## src/rtl/tlpq_pkg.sv

```systemverilog
package tlpq_pkg;

    localparam int LEVELS = 3;

    localparam logic [1:0] ACT_ENQUEUE = 2'd0;
    localparam logic [1:0] ACT_DEQUEUE = 2'd1;
    localparam logic [1:0] ACT_CLEAR   = 2'd2;

    localparam logic [1:0] STAT_OK        = 2'd0;
    localparam logic [1:0] STAT_OVERFLOW  = 2'd1;
    localparam logic [1:0] STAT_UNDERFLOW = 2'd2;

    localparam logic [1:0] LEVEL_NONE = 2'd0;

    typedef struct packed {
        logic [1:0] action;
        logic [7:0] item;
        logic [1:0] priority_req;
    } request_t;

    typedef struct packed {
        logic [7:0] out_item;
        logic [1:0] served_level;
        logic [1:0] status;
        logic [2:0] empty_flags;
        logic [2:0] full_flags;
    } result_t;

    typedef struct packed {
        logic load;
        logic exec;
    } cmd_t;

endpackage

```

## src/rtl/tlpq_ram.sv

```systemverilog
module tlpq_ram #(
    parameter int WIDTH = 8,
    parameter int DEPTH = 8
) (
    input  logic                     clk,
    input  logic                     we,
    input  logic [$clog2(DEPTH)-1:0] waddr,
    input  logic [WIDTH-1:0]         wdata,
    input  logic [$clog2(DEPTH)-1:0] raddr,
    output logic [WIDTH-1:0]         rdata
);

    logic [WIDTH-1:0] mem [DEPTH];
    logic [WIDTH-1:0] rdata_reg;

    always_ff @(posedge clk)
    begin
        if (we)
        begin
            mem[waddr] <= wdata;
        end
        rdata_reg <= mem[raddr];
    end

    assign rdata = rdata_reg;

endmodule

```

## src/rtl/tlpq_ctrl.sv

```systemverilog
module tlpq_ctrl (
    input  logic            clk,
    input  logic            rst_n,
    input  logic            start,
    output logic            busy,
    output logic            done,
    output tlpq_pkg::cmd_t  cmd
);

    typedef enum logic [1:0] {
        S_IDLE,
        S_EXEC,
        S_RESP
    } state_t;

    state_t state_reg;
    logic   busy_reg;
    logic   done_reg;

    always_ff @(posedge clk or negedge rst_n)
    begin
        if (!rst_n)
        begin
            state_reg <= S_IDLE;
            busy_reg  <= 1'b0;
            done_reg  <= 1'b0;
        end
        else
        begin
            case (state_reg)
                S_IDLE:
                begin
                    done_reg <= 1'b0;
                    if (start)
                    begin
                        state_reg <= S_EXEC;
                        busy_reg  <= 1'b1;
                    end
                end
                S_EXEC:
                begin
                    state_reg <= S_RESP;
                    done_reg  <= 1'b1;
                end
                S_RESP:
                begin
                    state_reg <= S_IDLE;
                    busy_reg  <= 1'b0;
                    done_reg  <= 1'b0;
                end
                default:
                begin
                    state_reg <= S_IDLE;
                    busy_reg  <= 1'b0;
                    done_reg  <= 1'b0;
                end
            endcase
        end
    end

    assign busy     = busy_reg;
    assign done     = done_reg;
    assign cmd.load = start && !busy_reg;
    assign cmd.exec = (state_reg == S_EXEC);

endmodule

```

## src/rtl/tlpq_datapath.sv

```systemverilog
module tlpq_datapath #(
    parameter int SLOTS = 8
) (
    input  logic                clk,
    input  logic                rst_n,
    input  tlpq_pkg::cmd_t      cmd,
    input  tlpq_pkg::request_t  request,
    output tlpq_pkg::result_t   result
);

    localparam int PTR_W = $clog2(SLOTS);
    localparam int LV    = tlpq_pkg::LEVELS;

    function automatic logic [PTR_W-1:0] advance(input logic [PTR_W-1:0] p);
        logic [PTR_W-1:0] n;
        if (p == PTR_W'(SLOTS - 1))
        begin
            n = '0;
        end
        else
        begin
            n = p + PTR_W'(1);
        end
        return n;
    endfunction

    tlpq_pkg::request_t op_reg;

    logic [PTR_W-1:0] head_reg  [LV];
    logic [PTR_W-1:0] tail_reg  [LV];
    logic [PTR_W-1:0] head_next [LV];
    logic [PTR_W-1:0] tail_next [LV];

    logic [1:0]   served_reg;
    logic [1:0]   served_next;
    logic [1:0]   status_reg;
    logic [1:0]   status_next;
    logic [LV-1:0] empty_reg;
    logic [LV-1:0] empty_next;
    logic [LV-1:0] full_reg;
    logic [LV-1:0] full_next;
    logic         deq_ok_reg;
    logic         deq_ok_next;
    logic [1:0]   sel_reg;
    logic [1:0]   sel_next;

    logic [LV-1:0] empty_cur;
    logic [LV-1:0] full_cur;
    logic [LV-1:0] wr_en;
    logic [1:0]    q_enq;
    logic [7:0]    rd_data [LV];

    always_comb
    begin
        for (int q = 0; q < LV; q++)
        begin
            empty_cur[q] = (head_reg[q] == tail_reg[q]);
            full_cur[q]  = (advance(tail_reg[q]) == head_reg[q]);
            head_next[q] = head_reg[q];
            tail_next[q] = tail_reg[q];
        end

        if (op_reg.priority_req == 2'd1)
        begin
            q_enq = 2'd0;
        end
        else if (op_reg.priority_req == 2'd2)
        begin
            q_enq = 2'd1;
        end
        else
        begin
            q_enq = 2'd2;
        end

        wr_en       = '0;
        served_next = tlpq_pkg::LEVEL_NONE;
        status_next = tlpq_pkg::STAT_OK;
        deq_ok_next = 1'b0;
        sel_next    = 2'd0;

        case (op_reg.action)
            tlpq_pkg::ACT_ENQUEUE:
            begin
                if (full_cur[q_enq])
                begin
                    status_next = tlpq_pkg::STAT_OVERFLOW;
                end
                else
                begin
                    wr_en[q_enq]     = 1'b1;
                    tail_next[q_enq] = advance(tail_reg[q_enq]);
                    served_next      = q_enq + 2'd1;
                end
            end
            tlpq_pkg::ACT_DEQUEUE:
            begin
                if (!empty_cur[0])
                begin
                    sel_next    = 2'd0;
                    deq_ok_next = 1'b1;
                end
                else if (!empty_cur[1])
                begin
                    sel_next    = 2'd1;
                    deq_ok_next = 1'b1;
                end
                else if (!empty_cur[2])
                begin
                    sel_next    = 2'd2;
                    deq_ok_next = 1'b1;
                end
                if (deq_ok_next)
                begin
                    head_next[sel_next] = advance(head_reg[sel_next]);
                    served_next         = sel_next + 2'd1;
                end
                else
                begin
                    status_next = tlpq_pkg::STAT_UNDERFLOW;
                end
            end
            tlpq_pkg::ACT_CLEAR:
            begin
                for (int q = 0; q < LV; q++)
                begin
                    head_next[q] = tail_reg[q];
                end
            end
            default:
            begin
            end
        endcase

        for (int q = 0; q < LV; q++)
        begin
            empty_next[q] = (head_next[q] == tail_next[q]);
            full_next[q]  = (advance(tail_next[q]) == head_next[q]);
        end
    end

    always_ff @(posedge clk or negedge rst_n)
    begin
        if (!rst_n)
        begin
            for (int q = 0; q < LV; q++)
            begin
                head_reg[q] <= '0;
                tail_reg[q] <= '0;
            end
        end
        else if (cmd.exec)
        begin
            for (int q = 0; q < LV; q++)
            begin
                head_reg[q] <= head_next[q];
                tail_reg[q] <= tail_next[q];
            end
        end
    end

    always_ff @(posedge clk)
    begin
        if (cmd.load)
        begin
            op_reg <= request;
        end
        if (cmd.exec)
        begin
            served_reg <= served_next;
            status_reg <= status_next;
            empty_reg  <= empty_next;
            full_reg   <= full_next;
            deq_ok_reg <= deq_ok_next;
            sel_reg    <= sel_next;
        end
    end

    // one slot memory per level, read continuously at its head
    for (genvar l = 0; l < LV; l++)
    begin : g_level
        tlpq_ram #(
            .WIDTH (8),
            .DEPTH (SLOTS)
        ) u_ram (
            .clk   (clk),
            .we    (cmd.exec && wr_en[l]),
            .waddr (tail_reg[l]),
            .wdata (op_reg.item),
            .raddr (head_reg[l]),
            .rdata (rd_data[l])
        );
    end

    assign result.out_item     = deq_ok_reg ? rd_data[sel_reg] : 8'd0;
    assign result.served_level = served_reg;
    assign result.status       = status_reg;
    assign result.empty_flags  = empty_reg;
    assign result.full_flags   = full_reg;

endmodule

```

## src/rtl/three_level_priority_queue_top.sv

```systemverilog
// a result strobes on done after the start transfer, registered in the execute state
// a new start is taken only once idle again; steps: accept, pointer update
// and slot access, slot read data registered out of the level memory
// reset: rst_n asynchronous active low; all queues empty, block idle
// the receiver cannot stall; each result is valid for the single done cycle
module three_level_priority_queue_top #(
    parameter int SLOTS = 8
) (
    input  logic                clk,
    input  logic                rst_n,
    input  logic                start,
    output logic                busy,
    input  tlpq_pkg::request_t  request,
    output logic                done,
    output tlpq_pkg::result_t   result
);

    tlpq_pkg::cmd_t cmd;

    tlpq_ctrl u_ctrl (
        .clk   (clk),
        .rst_n (rst_n),
        .start (start),
        .busy  (busy),
        .done  (done),
        .cmd   (cmd)
    );

    tlpq_datapath #(
        .SLOTS (SLOTS)
    ) u_datapath (
        .clk     (clk),
        .rst_n   (rst_n),
        .cmd     (cmd),
        .request (request),
        .result  (result)
    );

    a_start_to_done: assert property (@(posedge clk) disable iff (!rst_n)
        start && !busy |-> ##2 done)
        else $error("result did not follow a start transfer");

    a_busy_after_start: assert property (@(posedge clk) disable iff (!rst_n)
        start && !busy |=> busy && !done)
        else $error("busy not raised after start transfer");

    a_done_single: assert property (@(posedge clk) disable iff (!rst_n)
        done |-> busy ##1 !done)
        else $error("done strobe longer than one cycle or outside busy");

    a_error_no_level: assert property (@(posedge clk) disable iff (!rst_n)
        done && result.status != tlpq_pkg::STAT_OK |->
            result.served_level == tlpq_pkg::LEVEL_NONE && result.out_item == 8'd0)
        else $error("failed operation reports a served level or item");

endmodule
```

## config.mk

```make
export PLATFORM = sky130hd
export DESIGN_NAME = three_level_priority_queue_top
export DESIGN_NICKNAME = d
export VERILOG_FILES = /design/src/rtl/tlpq_pkg.sv /design/src/rtl/tlpq_ram.sv /design/src/rtl/tlpq_ctrl.sv /design/src/rtl/tlpq_datapath.sv /design/src/rtl/three_level_priority_queue_top.sv
export SDC_FILE = /design/constraint.sdc
export NUM_CORES = 1
export LEC_CHECK = 0
export BUFFER_PORTS_ARGS = -buffer_cell sky130_fd_sc_hd__buf_2
export CORE_UTILIZATION = 40
export CTS_BUF_LIST = sky130_fd_sc_hd__clkbuf_8
export CTS_CLUSTER_SIZE = 25
export DETAILED_ROUTE_END_ITERATION = 10
export GPL_TIMING_DRIVEN = 0
export PLACE_DENSITY = 0.58
export SLEW_MARGIN = 20
export SYNTH_ARGS = -nofsm -noshare
export SYNTH_HDL_FRONTEND = slang
export SYNTH_HIERARCHICAL = 1
export SYNTH_SLANG_ARGS = --single-unit
export TNS_END_PERCENT = 50
```

## constraint.sdc

```tcl
create_clock -name clk -period 3.2 [get_ports clk]
set_input_delay 0.16 -clock clk [delete_from_list [all_inputs] [get_ports clk]]
set_output_delay 0.16 -clock clk [all_outputs]
set_load 0.02 [all_outputs]
```

## Yosys cells after proc, flatten, opt, wreduce, memory -nomap -nowiden

Memory sizes are Yosys's and may differ from the RTL's. A register that Yosys moved wholly into a read port is not among the register bits.
Index checks and enable logic that the tools add are counted.

- Output and inout bits: 20
- Logic and storage cells: 144
- Bits in registers: 47
- Memory bits (writable): 192
- Memories kept: 3

- Bitwise gates (word level): 4
- Reductions and logical operators: 11
- Mux-type cells: 65
- Eq/ne operators: 26
- Add/sub/neg operators: 10
- $lt $le $gt $ge: 7

Memory list:

| memory | depth | width | rd ports | clocked after memory_dff | write ports | line | RTL |
|---|---|---|---|---|---|---|---|
| u_datapath.g_level[0].u_ram.mem | 8 | 8 | 1 | 1 | 1 | tlpq_ram.sv:13 | `logic [WIDTH-1:0] mem [DEPTH];` |
| u_datapath.g_level[1].u_ram.mem | 8 | 8 | 1 | 1 | 1 | tlpq_ram.sv:13 |  |
| u_datapath.g_level[2].u_ram.mem | 8 | 8 | 1 | 1 | 1 | tlpq_ram.sv:13 |  |

Operators by type and width:

| operator | number |
|---|---|
| 3-bit two-way mux | 20 |
| 3-bit equality test | 12 |
| 9-bit two-way mux | 3 |
| 3-bit by 1-bit adder with 3-bit output, second input constant | 8 |
| 3-bit equality test, second input constant | 8 |
| 8-bit two-way mux | 3 |
| 2-bit two-way mux | 10 |
| 9-bit bitwise mux | 2 |
| 9-bit case mux with 2 select lines | 1 |
| 8-bit binary-select mux with 2-bit select | 1 |
| 1-bit two-way mux | 15 |
| 3-bit binary-select mux with 2-bit select | 2 |
| 3-bit demux with 2-bit select | 2 |
| 2-bit case mux with 2 select lines | 3 |
| 3-bit greater-or-equal comparator, second input constant | 3 |
| 2-bit NOT with 3-bit output | 3 |
| 1-bit logical AND | 7 |
| 2-bit by 1-bit equality test with 1-bit output, second input constant | 3 |
| 3-bit by 1-bit less-than comparator with 1-bit output, second input constant | 2 |
| 2-bit by 1-bit adder with 2-bit output, second input constant | 2 |
| 2-bit equality test, second input constant | 2 |
| 2-bit logical NOT | 2 |
| 2-bit by 3-bit less-than comparator with 1-bit output, second input constant | 1 |
| 1-bit binary-select mux with 2-bit select | 1 |
| other kinds (7) | 7 |

## Depth between registers and ports, before layout

- Word-level depth: 17
- Depth in mapped cells: 16
- Gate-level depth less buffers: 15

## By module

Netlist, hierarchy kept.

Modules (own cells, without submodules):

| module | area each (µm²) | seq. area each (µm²) | times used | cells an instance |
|---|---|---|---|---|
| tlpq_ram | 2,691.3 | 2,082.0 | 3 | 114 |
| tlpq_datapath | 3,169.3 | 1,201.2 | 1 | 311 |
| tlpq_ctrl | 151.4 | 100.1 | 1 | 11 |

## Worst setup path before layout

Ideal clock, no wire load.

- Kind: reg2reg
- Start point: register u_datapath/tail_reg[0] (netlist name)
- End point: register u_datapath.full_reg[0] (data pin)
- Path buffers: 0
- Setup slack: -0.091 ns
- Stages on the path, launching flop included: 14
- Required time: 3.024 ns
- Setup time: 0.176 ns
- Data arrival time: 3.115 ns
- Path through: dfrtp_1 ha_1 ha_1 nand2b_1 xnor2_1 o211ai_1 nor3_1 mux2_2 ha_1 ha_1 nor2_1 mux2i_1 xnor2_1 nor4_1

RTL lines:

| what | line | RTL |
|---|---|---|
| start: declaration | tlpq_datapath.sv:30 | `logic [PTR_W-1:0] tail_reg [LV];` |
| start signal: indexed assignment | tlpq_datapath.sv:157 | `tail_reg[q] <= tail_next[q];` |
| end signal: assignment | tlpq_datapath.sv:173 | `full_reg <= full_next;` |
| end: declaration | tlpq_datapath.sv:40 | `logic [LV-1:0] full_reg;` |

==> run_results.csv <==
group,metric,value,unit
global_routing,met3_usage,3.33,%
clocking,clk_pin_slew,70,ps
critical_path,timing.critical_path.buf_inv,0,
layout,antenna_cells,0,
synthesis,synthCells,664,
global_routing,grt_overflow_total,0,
clocking,cts_buffers,45,
layout,drive_gt1_share,34.5,%
drt,ant_nets,0,
synthesis,ys.flop_type,"edfxtp_1",
layout,final_cell_mix,"edfxtp_1, clkbuf_8, mux4_1",
drt,routed_wl,24.9,mm
clocking,htree_levels,2,
drt,num_vias,6351,
job,max-cap-violations,0,
floorplanning,die_w,171,um
clocking,cts_root_buf,"clkbuf_8",
floorplanning,dieArea,0.0292,mm^2
power_and_ir_drop,leakage,4.97,nW
sta,tightest_slew,1000,ps
critical_path,path_max_fanout,3,
sta,rsz0062_at_grt,"true",
drt,avgRoutedWirePerCell,20.7,um
sta,fmax,0.306,GHz
layout,layout_commonest_cell,"edfxtp_1",
sta,final.setup.worst_slack,-68.5,ps
critical_path,crit_path_cell_trace,"ha_4 > ha_4 > xor2_1 > or4b_4 > o211ai_1 > nor3_4 > mux2_4 > ha_4 > ha_4 > xor2_1 > nor4_2",
critical_path,critical-path-top-delay-family,"simple AND/OR/NAND/NOR gates",
floorplanning,initial_utilization,40.8,%
status,violations,"setup timing",
power_and_ir_drop,switchingPower,3.91,mW
synthesis,syn_avg_cell_area,17.2,um^2
global_routing,grt_max_degree,25,
clocking,clock_path_buffers,3,
critical_path,cpPeakStageDelay,550,ps
floorplanning,row_count,61,
global_routing,busiest_layer,"met2",
synthesis,synthArstFlopShare,8.37,%
sta,period_needed,3270,ps
placement,dp.cells,1077,
layout,layout.nets,830,
layout,final_cells,1202,
critical_path,worstPathRequired,3540,ps
hold_path,hold_class,"primary input to asynchronous set/reset pin",
sta,drv_slew,0,
layout,area_growth,22.1,%
placement,place_congestion,0.899,
floorplanning,core,0.0279,mm^2
synthesis,syn_nets,703,
power_and_ir_drop,seqPwrFrac,39.2,%
critical_path,critPathKind,"flip-flop to flip-flop",
critical_path,critPathCaptureType,"flip-flop",
power_and_ir_drop,p_comb_share,36.8,%
global_routing,antenna_found_initial,1,
sta,finalSetupTns,-93.8,ps
synthesis,synth_cell_types,64,
global_routing,grt_pass1_wl,38.3,mm
critical_path,startpoint_type,"flip-flop",
synthesis,synth-edff-count,217,
status,status,"finished, violations left",
drt,route.detailed.drc,0,
synthesis,yosysSeqAreaShare,66.2,%
global_routing,grt_pass1_vias,6646,
placement,port_buffers,34,
sta,period_share,102,%
drt,drtPass1Iterations,5,
layout,largest_reg_flops,192,
global_routing,grtUsageMet2,28.9,%
placement,dp_hpwl,16.0,mm
power_and_ir_drop,power,11.5,mW
clocking,clock_latency,550,ps
power_and_ir_drop,internal-power,7.63,mW
global_routing,track_usage,17.7,%
synthesis,ys_ff_latch,263,
sta,slew_headroom,33.0,%
placement,placedInstanceArea,0.0121,mm^2
synthesis,yosys_warnings,6,
drt,vias_per_cell,5.28,
layout,fin_area,0.0139,mm^2
power_and_ir_drop,peakVddDrop,0.000489,V
sta,final_hold_viol_count,0,
critical_path,critPathSlowestCell,"or4b_4",
floorplanning,fp.dieH,171,um
clocking,cts_tree,"yes",
power_and_ir_drop,swShare,33.8,%
sta,setup_violations,2,
synthesis,syn_area,0.0114,mm^2
floorplanning,num_io_pins,35,
drt,first_iter_violations,449,
critical_path,regToRegSetupSlack,-70,ps
global_routing,use_met1,24.1,%
clocking,cts.sinks,263,
power_and_ir_drop,p_clk_share,24.0,%
sta,fin_worst_skew,20.6,ps
critical_path,cpMostUsedCell,"ha_4",
critical_path,crit_arrival,3610,ps
power_and_ir_drop,powerDensity,829,mW/mm^2
kinds of logic after synthesis:
family / share of synthesized area, %
fa+ha+maj: 2.64
simple gates: 5.95
xor+xnor: 2.00
flops: 66.2
mux: 16.7
buf+inv: 2.08
compound gates: 4.44
stage by stage:
| step | setup WS [ps] | hold WS [ps] | utilization, % |
|---|---|---|---|
| after floorplan | 1.41 | -136 | - |
| after global placement | -944 | 177 | 43.2 |
| after detailed placement | -529 | 201 | 43.4 |
| after CTS | -203 | 132 | 48.2 |
| after global routing | -184 | 161 | 49.8 |
| final | -68.5 | 128 | 49.8 |
path summary, 6_finish.rpt:
path,from,to,depth (start not counted)
worst max-delay path,u_datapath/tail_reg[1],u_datapath/full_reg[0],11
worst min-delay path,rst_n,u_ctrl/done,2
worst max register to register,u_datapath/tail_reg[1],u_datapath/full_reg[0],11
worst min register to register,u_ctrl/state_reg[1],u_ctrl/busy,1
max in group asynchronous,rst_n,u_datapath/tail_reg[8],2
min in group clk,request[1],u_datapath/op_reg[1],2
layout make-up:
cell class                 count  area, um^2
tap                          378         473
inverter                      15        56.3
clock inverter                28         120
timing repair buffer          81         624
buffer                        26         181
fill                        2369       14000
clock buffer                  52         716
sequential                   263        7560
multi-input combinational    359        4180
cells in the mapped netlist (10+ instances only):
| cell | instances | area [um^2] |
|---|---|---|
| dfxtp_1 | 24 | 480 |
| mux4_1 | 45 | 1180 |
| inv_1 | 15 | 56.3 |
| o21ai_0 | 18 | 90.1 |
| mux2_2 | 43 | 484 |
| nor3_1 | 12 | 60.1 |
| mux2i_1 | 15 | 150 |
| nor2_1 | 38 | 143 |
| edfxtp_1 | 217 | 6520 |
| nand2b_1 | 12 | 75.1 |
| dfrtp_1 | 22 | 551 |
| nand2_1 | 28 | 105 |
| xnor2_1 | 19 | 166 |
| clkbuf_1 | 12 | 45.0 |
| nand3_1 | 10 | 50.1 |
| ha_1 | 24 | 300 |
routing by layer:
| layer | up-vias | wire length (um) |
|---|---|---|
| li1 | 2905 | - |
| met1 | 3238 | 11200 |
| met2 | 163 | 12200 |
| met3 | 43 | 1080 |
| met4 | 2 | 418 |
| met5 | - | 12 |
repair_timing:
item,in CTS,in global routing
endpoints found under the hold margin,36,0
pin swaps,11,19
hold buffers,14,0
gates resized for setup,54,59
setup endpoints to repair,205,198
setup buffers,16,16
power by group through the flow:
stage	logic (mW)	clock network, mW	registers [mW]
detailed placement	3.49	0	4.62
floorplan	2.63	0	4.45
finish	4.25	2.77	4.52
CTS	3.96	2.85	4.52
global placement	3.44	0	4.59
global route	4.58	3.01	4.56
Note: power is estimated with default switching activity, not from simulation.
